`config.mk`:
```
export PLATFORM = sky130hd
export DESIGN_NAME = dgmt_serializer
export DESIGN_NICKNAME = d
export VERILOG_FILES = /design/src/dgmt_pkg.sv /design/src/dgmt_serializer.sv
export VERILOG_INCLUDE_DIRS = /design/src /design/src/src
export SDC_FILE = /design/constraint.sdc
export NUM_CORES = 1
export LEC_CHECK = 0
export ABC_CLOCK_PERIOD_IN_PS = 8700
export CAP_MARGIN = 5
export CORE_ASPECT_RATIO = 1.4
export CORE_MARGIN = 8
export CORE_UTILIZATION = 40
export DETAILED_ROUTE_END_ITERATION = 10
export DONT_BUFFER_PORTS = 1
export SETUP_SLACK_MARGIN = 0.4
export SYNTH_ARGS = -nofsm -noshare
export SYNTH_HDL_FRONTEND = slang
export SYNTH_SLANG_ARGS = --single-unit
```
`constraint.sdc`:
```
create_clock -name clk -period 8.7 [get_ports clk]
set_input_delay 0.87 -clock clk [delete_from_list [all_inputs] [get_ports clk]]
set_output_delay 0.87 -clock clk [all_outputs]
set_load 0.02 [all_outputs]
```
`src/depth_grid_mesh_triangulator_core_defines.svh`:
```
// Assertion helpers shared by the triangulator sources.
`ifndef DEPTH_GRID_MESH_TRIANGULATOR_CORE_DEFINES_SVH
`define DEPTH_GRID_MESH_TRIANGULATOR_CORE_DEFINES_SVH

`ifndef NO_ASSERTIONS
// same-cycle implication
`define ASSERT_IMPLIES(lbl, clk, rst_n, ante, cons) \
	lbl: assert property (@(posedge clk) disable iff (!rst_n) (ante) |-> (cons)) \
		else $error("same-cycle check failed");
// next-cycle implication
`define ASSERT_NEXT(lbl, clk, rst_n, ante, cons) \
	lbl: assert property (@(posedge clk) disable iff (!rst_n) (ante) |=> (cons)) \
		else $error("next-cycle check failed");
`else
`define ASSERT_IMPLIES(lbl, clk, rst_n, ante, cons)
`define ASSERT_NEXT(lbl, clk, rst_n, ante, cons)
`endif

`endif

```
`src/dgmt_pkg.sv`:
```
package dgmt_pkg;

	localparam int CFG_DIM_W = 10;
	localparam int DEPTH_W   = 16;
	localparam int NUM_W     = 18;
	localparam int TOTAL_W   = 19;
	localparam int POS_W     = 9;

	localparam logic [CFG_DIM_W-1:0] FRAME_WIDTH_RESET  = 10'd480;
	localparam logic [CFG_DIM_W-1:0] FRAME_HEIGHT_RESET = 10'd360;
	localparam logic [DEPTH_W-1:0]   DEPTH_LIMIT_RESET  = 16'(65535 / 80);

	localparam logic [1:0] REG_FRAME_WIDTH  = 2'd0;
	localparam logic [1:0] REG_FRAME_HEIGHT = 2'd1;
	localparam logic [1:0] REG_DEPTH_LIMIT  = 2'd2;

	// result slots of one pixel, in delivery order
	localparam int SLOTS        = 4;
	localparam int SLOT_VERTEX  = 0;
	localparam int SLOT_TRI_A   = 1;
	localparam int SLOT_TRI_B   = 2;
	localparam int SLOT_SUMMARY = 3;

	typedef enum logic [1:0] {
		KIND_VERTEX   = 2'd0,
		KIND_TRIANGLE = 2'd1,
		KIND_SUMMARY  = 2'd2
	} kind_t;

	typedef struct packed {
		logic             valid;
		logic [NUM_W-1:0] num;
	} pixel_t;

	typedef struct packed {
		kind_t              kind;
		logic [POS_W-1:0]   column;
		logic [POS_W-1:0]   row;
		logic [DEPTH_W-1:0] vertex_depth;
		logic [NUM_W-1:0]   corner_one;
		logic [NUM_W-1:0]   corner_two;
		logic [NUM_W-1:0]   corner_three;
		logic [TOTAL_W-1:0] vertex_total;
		logic [TOTAL_W-1:0] triangle_total;
	} result_t;

	typedef struct packed {
		result_t [SLOTS-1:0] slot;
		logic [SLOTS-1:0]    mask;
	} bundle_t;

endpackage

```
`src/dgmt_serializer.sv`:
```
`include "depth_grid_mesh_triangulator_core_defines.svh"

module dgmt_serializer (
	input  logic               clk,
	input  logic               arst_n,
	input  logic               load,
	input  dgmt_pkg::bundle_t  bundle,
	output logic               free,
	output logic               out_valid,
	input  logic               out_stall,
	output dgmt_pkg::result_t  out_res,
	output logic               out_last
);
	import dgmt_pkg::*;

	logic [SLOTS-1:0]    mask_s2;
	result_t [SLOTS-1:0] slot_s2;
	logic [1:0]          pick_idx;
	logic [SLOTS-1:0]    pick_oh;
	logic [SLOTS-1:0]    rest;
	logic                last_pick;
	logic                out_free;
	logic                emit;

	always_comb begin
		if (mask_s2[0]) begin
			pick_idx = 2'd0;
		end else if (mask_s2[1]) begin
			pick_idx = 2'd1;
		end else if (mask_s2[2]) begin
			pick_idx = 2'd2;
		end else begin
			pick_idx = 2'd3;
		end
		pick_oh   = SLOTS'(1) << pick_idx;
		rest      = mask_s2 & ~pick_oh;
		last_pick = (rest == '0);
		out_free  = !out_valid || !out_stall;
		emit      = (mask_s2 != '0) && out_free;
		// the bundle slot frees once its final result moves to the output
		free      = (mask_s2 == '0) || (emit && last_pick);
	end

	always_ff @(posedge clk or negedge arst_n) begin
		if (!arst_n) begin
			mask_s2   <= '0;
			out_valid <= 1'b0;
		end else begin
			if (load) begin
				mask_s2 <= bundle.mask;
			end else if (emit) begin
				mask_s2 <= rest;
			end
			if (emit) begin
				out_valid <= 1'b1;
			end else if (out_free) begin
				out_valid <= 1'b0;
			end
		end
	end

	always_ff @(posedge clk) begin
		if (load) begin
			slot_s2 <= bundle.slot;
		end
		if (emit) begin
			out_res  <= slot_s2[pick_idx];
			out_last <= last_pick;
		end
	end

	`ASSERT_IMPLIES(a_summary_last, clk, arst_n, out_valid && (out_res.kind == KIND_SUMMARY), out_last)
	`ASSERT_NEXT(a_pending_moves, clk, arst_n, (mask_s2 != '0) && !out_valid, out_valid)

endmodule

```
==> flow_summary_export.csv <==
group,metric,value,unit
worst_setup_path,critical_path_class,"flip-flop to primary output",
detailed_routing,wl_met2,30.4,mm
final_layout,stdcell_count,2078,
worst_setup_path,cp.required,7.83,ns
final_layout,area_delta_synth_final,11.8,%
synth,synth_area,23500,µm²
run_status,violations,"slew limit",
clock_tree,cts_tree,"yes",
timing,layout_setup_ws,5.06,ns
place,dpl.cell_count,1940,
timing,finClkSkew,0.0134,ns
clock_tree,clockBufferDepth,3,
synth,synth_enable_flop_cells,641,
timing,worst_pin_slew,1.72,ns
floorplan,coreArea,58500,µm²
global_routing,grt_max_degree,521,
synth,synth_top_area_share,81.8,%
worst_setup_path,rrSetupSlack,5.37,ns
worst_setup_path,slowest_stage,"dfrtp_4",
synth,netlist_instances,1253,
clock_tree,cts_buffers,60,
timing,finalCritPeriodShare,41.9,%
detailed_routing,routedWlPerCell,28.0,µm
floorplan,rows,105,
detailed_routing,drt-vias-per-instance,5.26,
synth,synthDistinctLibCells,23,
synth,synthTopCellsByCount,"edfxtp_1 (641), mux2i_1 (128), a211oi_1 (121), a21oi_1 (121), nor2b_1 (121)",
global_routing,antenna_found_initial,33,
synth,async_reset_ff_share,0.774,%
timing,drv_slew,121,
detailed_routing,drt_iter0_markers,1018,
worst_setup_path,reg2reg_depth,4,
place,routabilityCongestion,0.845,
final_layout,drive_gt1_share,8.50,%
detailed_routing,wl_met1,20.2,mm
final_layout,fin_util,45.0,%
floorplan,die-area,67000,µm²
timing,fin_crit,3.64,ns
power,power,7.06,mW
place,placed_area,24200,µm²
timing,setup_tns,0,ns
worst_setup_path,crit_fanout,43,
global_routing,grt_overflow,0,
floorplan,io_pins,651,
place,io_buffers,0,
synth,synthTopCellsByArea,"edfxtp_1 (82%), mux2i_1 (5.4%), a211oi_1 (3.9%)",
final_layout,stdcell_area,26300,µm²
synth,synthFlopType,"edfxtp_1",
synth,syn_area_per_cell,18.8,µm²
flow_run,max_cap_viol_count,0,
timing,fin_hold_ws,0.345,ns
detailed_routing,wirelength,58.2,mm
timing,fmax,274,MHz
hold_path,hold_path_class,"input port to flip-flop",
synth,synth_warnings,0,
detailed_routing,vias,10929,
worst_setup_path,critical_path.max_stage_delay,0.94,ns
detailed_routing,maxUsedRoutingLayer,"met5",
clock_tree,clock_latency,0.62,ns
synth,synth.ff_latch_count,646,
global_routing,grt_pass1_wl,79.7,mm
timing,hold_violations,0,
synth,yosysTopAreaCell,"edfxtp_1",
clock_tree,root_buffer,"clkbuf_16",
timing,rsz0062_at_grt,"no",
worst_setup_path,r2r_end,"out_res[73]$_DFFE_PP_",
worst_setup_path,startpoint_type,"flip-flop",
global_routing,grt_pass1_vias,11136,
clock_tree,cts_setup_buffers,0,
place,hpwl,40.7,mm
floorplan,fp.dieH,303,µm
power,leakage,8.55,nW
timing,finalSetupViolCount,0,
synth,yosysSeqAreaShare,82.3,%
detailed_routing,drt_first_pass_iters,5,
clock_tree,cts.clk_slew.worst_paths,0.07,ns
synth,yosys.cell_count.top_type,"edfxtp_1",
synth,synthesis.nets,1773,
floorplan,initial_utilization,40.3,%
worst_setup_path,crit_path_end_kind,"primary output",
worst_setup_path,worstSetupStartpoint,"mask_s2[0]$_DFFE_PN0P_",
clock_tree,cts_sinks,646,
timing,slew_headroom,-14.7,%
power,cellPowerDensity,268,nW/µm²
detailed_routing,drc,0,
worst_setup_path,crit_path_end,"free",
worst_setup_path,cp_data_arrival_time,2.77,ns
floorplan,fp.dieW,221,µm
detailed_routing,detail-route-antenna-nets,0,
place,dpl_worst_slack,5.34,ns
global_routing,grt_usage,16.3,%
detailed_routing,met3_length,5.62,mm
clock_tree,h-tree-depth,2,
run_status,status,"finished with violations",
power,peakVddDrop,206,µV
worst_setup_path,r2r_start,"mask_s2[0]$_DFFE_PN0P_",
final_layout,fin_nets,1774,
worst_setup_path,cp_cell_sequence,"or2_4 -> nor3_1 -> or3_1",
## registers in the layout, summed over array words and instances (netlist names)
name and count:
slot_s2 512, mask_s2 4, out_res 128, out_valid 1, out_last 1
## worst min-delay path by stage
stage                               from                      to  slack, ns  cells after the start
finish                       bundle[251]  slot_s2[247]$_DFFE_PP_       0.35                      0
global placement    slot_s2[4]$_DFFE_PP_    out_res[4]$_DFFE_PP_       0.51                      2
floorplan           slot_s2[0]$_DFFE_PP_    out_res[0]$_DFFE_PP_       0.50                      2
detailed placement  slot_s2[0]$_DFFE_PP_    out_res[0]$_DFFE_PP_       0.52                      2
global route                 bundle[379]  slot_s2[375]$_DFFE_PP_       0.29                      0
CTS                          bundle[251]  slot_s2[247]$_DFFE_PP_       0.29                      0
## logic make-up after synthesis
family                     after synthesis  synth area share, %
and+or+nand+nor                        140                 3.59
AOI/OAI and AO/OA                      259                 6.84
buffers and inverters                   72                 1.44
adders and majority gates                1               0.0425
DFF                                    646                 82.3
muxes                                  135                 5.78
## final cells by class
type                    instances  area, µm²
diodes                         23       57.6
fillers                      4861      32100
flip-flops and latches        646      19400
repair buffers                 11       85.1
clock inverters                46        489
clock buffers                  68       1530
well taps                     749        937
multi-input cells             535       3850
## worst max-delay path: cells and delay by family, from the launching register on
kind	cells	cell delay, ns
flip-flops	1	0.94
AND/OR/NAND/NOR	3	1.21
## power breakdown
| part | internal [mW] | switching (mW) |
|---|---|---|
| registers | 3.78 | 0.253 |
| logic | 0.136 | 0.211 |
| clock network | 1.54 | 1.14 |
| total | 5.46 | 1.60 |
## routing by layer
metal	track usage, %	vias up
met3	7.21	115
li1	-	4985
met4	6.27	22
met5	0	-
met2	29.0	493
met1	16.9	5314
## cells in the final DEF, fill, tap and decap left out, drive strengths merged, types with 2 or more instances in the layout
master,instances
buf,10
o21ai,14
a211oi,121
diode,23
inv,4
nor2b,121
or3,2
clkbuf,68
dfrtp,5
nand2,12
clkinv,32
mux2,7
a2111oi,2
edfxtp,641
bufinv,9
a21oi,121
mux2i,128
## timing repair
action                    4_1_cts  5_1_grt
resized for setup               0        0
hold endpoints to repair        5        0
hold buffers                    1        0
No activity file was read; power rests on OpenSTA's default activity.
