## src/depth_grid_mesh_triangulator_core_defines.svh

```systemverilog
// Assertion helpers shared by the triangulator sources.
`ifndef DEPTH_GRID_MESH_TRIANGULATOR_CORE_DEFINES_SVH
`define DEPTH_GRID_MESH_TRIANGULATOR_CORE_DEFINES_SVH

`ifndef NO_ASSERTIONS
// same-cycle implication
`define ASSERT_IMPLIES(lbl, clk, rst_n, ante, cons) \
	lbl: assert property (@(posedge clk) disable iff (!rst_n) (ante) |-> (cons)) \
		else $error("same-cycle check failed");
// next-cycle implication
`define ASSERT_NEXT(lbl, clk, rst_n, ante, cons) \
	lbl: assert property (@(posedge clk) disable iff (!rst_n) (ante) |=> (cons)) \
		else $error("next-cycle check failed");
`else
`define ASSERT_IMPLIES(lbl, clk, rst_n, ante, cons)
`define ASSERT_NEXT(lbl, clk, rst_n, ante, cons)
`endif

`endif

```

## src/dgmt_pkg.sv

```systemverilog
package dgmt_pkg;

	localparam int CFG_DIM_W = 10;
	localparam int DEPTH_W   = 16;
	localparam int NUM_W     = 18;
	localparam int TOTAL_W   = 19;
	localparam int POS_W     = 9;

	localparam logic [CFG_DIM_W-1:0] FRAME_WIDTH_RESET  = 10'd480;
	localparam logic [CFG_DIM_W-1:0] FRAME_HEIGHT_RESET = 10'd360;
	localparam logic [DEPTH_W-1:0]   DEPTH_LIMIT_RESET  = 16'(65535 / 80);

	localparam logic [1:0] REG_FRAME_WIDTH  = 2'd0;
	localparam logic [1:0] REG_FRAME_HEIGHT = 2'd1;
	localparam logic [1:0] REG_DEPTH_LIMIT  = 2'd2;

	// result slots of one pixel, in delivery order
	localparam int SLOTS        = 4;
	localparam int SLOT_VERTEX  = 0;
	localparam int SLOT_TRI_A   = 1;
	localparam int SLOT_TRI_B   = 2;
	localparam int SLOT_SUMMARY = 3;

	typedef enum logic [1:0] {
		KIND_VERTEX   = 2'd0,
		KIND_TRIANGLE = 2'd1,
		KIND_SUMMARY  = 2'd2
	} kind_t;

	typedef struct packed {
		logic             valid;
		logic [NUM_W-1:0] num;
	} pixel_t;

	typedef struct packed {
		kind_t              kind;
		logic [POS_W-1:0]   column;
		logic [POS_W-1:0]   row;
		logic [DEPTH_W-1:0] vertex_depth;
		logic [NUM_W-1:0]   corner_one;
		logic [NUM_W-1:0]   corner_two;
		logic [NUM_W-1:0]   corner_three;
		logic [TOTAL_W-1:0] vertex_total;
		logic [TOTAL_W-1:0] triangle_total;
	} result_t;

	typedef struct packed {
		result_t [SLOTS-1:0] slot;
		logic [SLOTS-1:0]    mask;
	} bundle_t;

endpackage

```

## src/dgmt_quad.sv

```systemverilog
module dgmt_quad (
	input  logic              en,
	input  dgmt_pkg::pixel_t  a,
	input  dgmt_pkg::pixel_t  b,
	input  dgmt_pkg::pixel_t  c,
	input  dgmt_pkg::pixel_t  d,
	output dgmt_pkg::result_t first_tri,
	output dgmt_pkg::result_t second_tri,
	output logic [1:0]        tri_valid
);
	import dgmt_pkg::*;

	logic prim_cba, prim_cdb, fall_dba, fall_cda, any_prim;

	function automatic result_t make_tri(pixel_t p, pixel_t q, pixel_t s);
		result_t r;
		r              = '0;
		r.kind         = KIND_TRIANGLE;
		r.corner_one   = p.num;
		r.corner_two   = q.num;
		r.corner_three = s.num;
		return r;
	endfunction

	always_comb begin
		prim_cba = en && a.valid && b.valid && c.valid;
		prim_cdb = en && c.valid && d.valid && b.valid;
		any_prim = prim_cba || prim_cdb;
		// fallback diagonal only when no primary triangle was made
		fall_dba = en && !any_prim && a.valid && b.valid && d.valid;
		fall_cda = en && !any_prim && c.valid && d.valid && a.valid;

		if (prim_cba) begin
			first_tri = make_tri(c, b, a);
		end else if (prim_cdb) begin
			first_tri = make_tri(c, d, b);
		end else if (fall_dba) begin
			first_tri = make_tri(d, b, a);
		end else begin
			first_tri = make_tri(c, d, a);
		end

		if (prim_cba) begin
			second_tri = make_tri(c, d, b);
		end else begin
			second_tri = make_tri(c, d, a);
		end

		tri_valid[0] = any_prim || fall_dba || fall_cda;
		tri_valid[1] = (prim_cba && prim_cdb) || (fall_dba && fall_cda);
	end

endmodule

```

## config.mk

```make
export PLATFORM = sky130hd
export DESIGN_NAME = dgmt_quad
export DESIGN_NICKNAME = d
export VERILOG_FILES = /design/src/depth_grid_mesh_triangulator_core_defines.svh /design/src/dgmt_pkg.sv /design/src/dgmt_quad.sv
export SDC_FILE = /design/constraint.sdc
export NUM_CORES = 1
export LEC_CHECK = 0
export BUFFER_PORTS_ARGS = -buffer_cell sky130_fd_sc_hd__buf_2
export CAP_MARGIN = 5
export CORE_AREA = 2 2 130 132
export DETAILED_ROUTE_END_ITERATION = 16
export DIE_AREA = 0 0 132 134
export GPL_TIMING_DRIVEN = 0
export PLACE_DENSITY = 0.45
export SETUP_SLACK_MARGIN = 0.2
export SLEW_MARGIN = 20
export SYNTH_ARGS = -nofsm -noshare
export SYNTH_HDL_FRONTEND = slang
export SYNTH_SLANG_ARGS = --single-unit
export TNS_END_PERCENT = 1
```

## constraint.sdc

```tcl
create_clock -name vclk -period 1.22
set_clock_uncertainty 0.1 [all_clocks]
set_input_delay 0.061 -clock vclk [all_inputs]
set_output_delay 0.061 -clock vclk [all_outputs]
set_load 0.005 [all_outputs]
```

==> metrics.cfg, run 1 <==
[status]
status=finished, violations left
violations=setup timing

[timing]
setup_tns_ps=-4460
final-setup-viol-count=46
maxSlewViolCount=0
layout_worst_path_cycle_share_pct=113
fmax_mhz=727
fin_ws_ps=-155
finalWorstPathRequiredPeriod_ps=1380
rsz0062_at_grt=true
hold_viol=0

[worst_hold_path]
hold_path_end=second_tri[84]
min-delay-start=c[10]
whs_path_depth=3
hold_class=in2out

[layout]
clkbuf_count=0
area_delta_synth_final_pct=98.8
nets=694
design.seq.count=0
ff_latch_area_um2=0
antenna_cells=0
drive_above_1_share_pct=74.6

[synthesis]
synthTopCellsByCount=buf_4, mux2_2, conb_1, nand4_1, o211ai_1
ys.warnings.count=0
synth_cell_types=16
synth_top_cells_by_area=buf_4, mux2_2, buf_8, o2111ai_2, o211ai_1
yosys.area.top_type=buf_4
seq_area_frac_synth_pct=0
post_synth.cell_area_avg_um2=8.50
syn-cell-area_mm2=0.00235
syn_inst=276
yosys.cell_count.top_type=buf_4
yosysTopAreaCellShare_pct=59.8

[routing]
vias_per_cell=2.95
drt_wl_total_um=8900
drtAntennaViolNets=0
dr_total_vias=2463
firstDrtPassIters=3
drtIter0Drc=24
routedWlPerCell_um=10.7
drcViolationCount=0

[grt]
grt_pass1_vias=2121
grt_max_degree=11
overflow=0
antenna_found_initial=0
grt_usage_pct=8.58
grt_first_pass_wirelength_um=12000

[power]
pwr-share-comb_pct=100.0
p_switching_uw=506
internal_power_uw=890
p_seq_share_pct=0
p_leak_nw=2.82
peakVddDrop_mv=0.0949
pwr-share-clk_pct=0
power_density_mw_per_mm2=299
switching_share_pct=36.3
power_mw=1.40

[job]
max-cap-violations=0

[placement]
globalplace.congestion=0.733
io_buffers=185
hpwl_um=7900

[die]
die_x_um=132
num_rows=47
dieArea_mm2=0.0177
die_y_um=134
core_mm2=0.0163
ios=335
start_util_pct=14.4

[worst_setup_path]
cp_data_required_time_ps=1060
critical_path_arrival_ps=1210
startpoint_type=input pin
cp-end-kind=primary output
crit_type=in2out
path_max_fanout=5

[clock_tree]
cts_hold_buf=0

[layout by cell type (no fill, tap or decap)]
cell	count
buf_16	1
nand4_4	1
buf_6	40
buf_12	6
buf_4	186
nor2_1	1
clkbuf_16	1
a21boi_0	1
or2_1	1
conb_1	148
mux2_4	28
buf_8	4
nand4_1	2
o2111ai_4	1
nor2_4	1
o211ai_1	2
buf_2	146
mux2_2	44
inv_1	1
[worst max path at each step]
stage	startpoint	endpoint	slack, ps
floorplan	b[18]	first_tri[81]	10
global placement	a[18]	first_tri[86]	-460
detailed placement	a[18]	first_tri[86]	-470
CTS	b[18]	first_tri[86]	-180
global route	d[18]	first_tri[86]	-230
finish	b[18]	first_tri[86]	-160
[layout make-up]
cell class | instances | area [µm²]
inverter | 1 | 3.75
tap | 220 | 275
multi-input combinational | 230 | 1580
timing repair buffer | 193 | 1300
buffer | 191 | 1510
fill | 1726 | 11600
[metrics by stage]
step | worst slack [ps] | instance area [µm²] | hold slack, ps | std cells | utilization (%)
after CTS | -176 | 4450 | 296 | 834 | 27.3
after global routing | -232 | 4660 | 307 | 835 | 28.6
after detailed placement | -466 | 4180 | 295 | 827 | 25.6
final | -155 | 4660 | 292 | 835 | 28.6
after global placement | -458 | 4180 | 293 | 827 | 25.6
after floorplan | 11.8 | 2970 | 92.7 | 422 | -
[cells by family (layout without fill, tap and decap cells)]
group / after synthesis / in the layout / synth area share [%]
multiplexers: 72 / 72 / 34.6
buffers and inverters: 192 / 385 / 61.5
other: 2 / 148 / 0.320
AO/OA/AOI/OAI: 4 / 4 / 1.60
AND/OR/NAND/NOR: 6 / 6 / 1.97
[power groups by stage]
| stage | Sequential, mW | Clock [mW] | Combinational (mW) |
|---|---|---|---|
| floorplan | 0 | 0 | 0.784 |
| global placement | 0 | 0 | 1.21 |
| detailed placement | 0 | 0 | 1.21 |
| CTS | 0 | 0 | 1.29 |
| global route | 0 | 0 | 1.51 |
| finish | 0 | 0 | 1.40 |
[repair_timing]
action | 4_1_cts | 5_1_grt
pin swaps | 4 | 3
endpoints found under the setup margin | 73 | 73
cloned | 1 | 0
resized for setup | 41 | 40
buffers inserted | 6 | 1
[metal layers]
layer	vias to the layer above	wire length [µm]	track usage [%]
met3	0	859	1.47
met5	-	0	0
met4	0	0	0
met2	177	5130	19.1
li1	1259	-	-
met1	1027	2910	8.52
[worst max-delay path, cell delays in order]
cell	delay (ps)
clkbuf_16	110
nand4_1	130
nor2_4	220
buf_12	130
buf_12	120
mux2_4	310
buf_6	120
No activity file was read; power rests on OpenSTA's default activity.
==> inputs of run 2 (changes only) <==
ABC_AREA = 1   (was unset)
CORE_AREA = 2 2 131 133   (was 2 2 130 132)
DIE_AREA = 0 0 133 135   (was 0 0 132 134)
GPL_TIMING_DRIVEN = 1   (was 0)
==> run 2 against run 1 <==
  * The run now ends clean
  * Worst setup slack improved by 180 ps
  * First-iteration DRC count rose to 3.8 times the previous value
  * Critical path type unchanged
  * Flip-flop and latch count did not move
  * Hold slack got worse by 88 ps
  * Clock-buffer cell count did not move
  * Largest cell class is now multi-input combinational cells
==> metrics.cfg, run 2 <==
[die]
num_rows=47  ; unchanged
ios=335  ; unchanged
die_y_um=135  ; +0.75%
dieArea_mm2=0.0180  ; +1.5%
core_mm2=0.0164  ; +0.72%
die_x_um=133  ; +0.76%
start_util_pct=14.4  ; +0.042 points

[routing]
drcViolationCount=0  ; unchanged
firstDrtPassIters=4  ; +1
routedWlPerCell_um=11.6  ; +9.1%
drtIter0Drc=92  ; +280%
drtAntennaViolNets=0  ; unchanged
drt_wl_total_um=9150  ; +2.8%
vias_per_cell=3.10  ; +5.2%
dr_total_vias=2441  ; -0.89%

[synthesis]
yosys.cell_count.top_type=buf_4
synth_top_family_by_area=buffers and inverters
synthTopCellsByCount=buf_4, nand2_1, o21ai_0, inv_1, clkbuf_1
post_synth.cell_area_avg_um2=5.78  ; -32%
synth_fa_ha_area_share_pct=0  ; unchanged
synth-xor-area-share_pct=0  ; unchanged
yosys.area.top_type=buf_4
syn_inst=410  ; +49%
yosysTopAreaCellShare_pct=58.9  ; -0.92 points
synth_top_cells_by_area=buf_4, o21ai_0, nand2_1, inv_1, clkbuf_1
synth_cell_types=16  ; unchanged
synth_compound_gate_area_share_pct=15.9  ; +14 points
synthMuxAreaShare_pct=0  ; -35 points
yosys.area_share.simple_pct=14.4  ; +12 points
syn-cell-area_mm2=0.00237  ; +1.0%
ys.warnings.count=0  ; unchanged
seq_area_frac_synth_pct=0  ; unchanged

[timing]
final-setup-viol-count=0  ; -100%
layout_worst_path_cycle_share_pct=97.9  ; -15 points
hold_viol=0  ; unchanged
finalWorstPathRequiredPeriod_ps=1190  ; -181 ps
maxSlewViolCount=0  ; unchanged
fin_ws_ps=25.3  ; +181 ps
rsz0062_at_grt=true
fmax_mhz=837  ; +15%

[layout]
nFillCells=1956  ; +13%
mostFrequentLayoutCell=buf_2
area_delta_synth_final_pct=31.0
design.seq.count=0  ; unchanged
final_cell_area_mm2=0.00310  ; -33%
clkbuf_count=0  ; unchanged
antenna_cells=0  ; unchanged
layout_common_cells=buf_2, conb_1, nand2_1
ff_latch_area_um2=0  ; unchanged
drive_above_1_share_pct=39.5  ; -35 points
nets=646  ; -6.9%

[placement]
globalplace.congestion=0.801  ; +9.4%
dpl-instance-area_mm2=0.00280  ; -33%
io_buffers=187  ; +1.1%
dpl_worst_slack_ps=35.0  ; +501 ps
hpwl_um=6910  ; -12%

[worst_setup_path]
crit_type=in2out
cp_data_required_time_ps=1060  ; about the same
cp-end-kind=primary output
worstPathCellList=buf_12 -> nand2_8 -> nor3_4 -> buf_6 -> clkbuf_16 -> nand2_1 -> o21ai_1 -> buf_2
slowest_stage=nor3_4
startpoint_type=input pin
critical_path_arrival_ps=1030  ; -180 ps
slowest_delay_ps=230  ; -80 ps
path_max_fanout=4  ; -1

[power]
switching_share_pct=57.0  ; +21 points
internal_power_uw=370  ; -58%
power_density_mw_per_mm2=277  ; -7.4%
p_switching_uw=490  ; -3.2%
peakVddDrop_mv=0.0671  ; -29%
pwr-share-comb_pct=100.0  ; about the same
p_leak_nw=1.98  ; -30%
power_uw=860  ; -38%
pwr-share-clk_pct=0  ; unchanged
p_seq_share_pct=0  ; unchanged

[status]
status=finished, final reports clean

[job]
max-cap-violations=0  ; unchanged

[grt]
grt_pass1_vias=1619  ; -24%
grt_usage_pct=6.89  ; -1.7 points
grt_max_degree=38  ; +27
grt.busiest_layer=met2
grt_use_met3_pct=0.225  ; -1.2 points
antenna_found_initial=0  ; unchanged
overflow=0  ; unchanged
met2_usage_pct=12.4  ; -6.7 points
gr-usage-met1_pct=9.76  ; +1.2 points
grt_first_pass_wirelength_um=9850  ; -18%

[worst_hold_path]
hold_class=in2out
whs_path_depth=2  ; -1

[clock_tree]
cts_hold_buf=0  ; unchanged

## run 2: repair_timing
item                                    CTS  global route
buffers inserted                          0             5
pin swaps                                 0             3
endpoints found under the setup margin   73            73
gates resized for setup                   0            55
gates cloned                              0             7
## run 2: layout make-up
class	instances	area (µm²)	area share (%)
Timing Repair Buffer	207	1290	41.7
Inverter	55	206	6.65
Multi-Input combinational cell	305	1330	42.8
Tap cell	220	275	8.87
## run 2: final timing paths
kind,startpoint,endpoint,slack (ps)
worst min-delay path,c[4],second_tri[78],200
worst max-delay path,c[18],first_tri[46],30
## run 2: logic make-up after synthesis
| family | after synthesis |
|---|---|
| compound gates | 74 |
| buf+inv | 251 |
| other cells | 2 |
| simple gates | 83 |
## run 2: layer usage
metal,wire [µm],vias to the layer above
li1,-,1227
met4,0,0
met2,4760,150
met1,3770,1064
met5,0,-
met3,619,0
## run 2: worst max-delay path, delay by kind of cell
kind | cells | cell delay [ps]
AOI/OAI and AO/OA | 1 | 80
buffers and inverters | 4 | 550
and+or+nand+nor | 3 | 330
## run 2: power groups by stage
stage               logic [mW]  registers (mW)  clock network, mW
finish                   0.860               0                  0
detailed placement       0.777               0                  0
global placement         0.783               0                  0
CTS                      0.781               0                  0
global route             0.964               0                  0
floorplan                0.740               0                  0
## run 2: metrics by stage
step	util, %	setup TNS, ps	hold slack, ps	cells
finish	18.9	0	204	787
global route	18.9	-361	215	787
CTS	17.1	0	205	775
detailed placement	17.1	0	204	775
global placement	17.1	0	206	775
floorplan	-	0	103	556
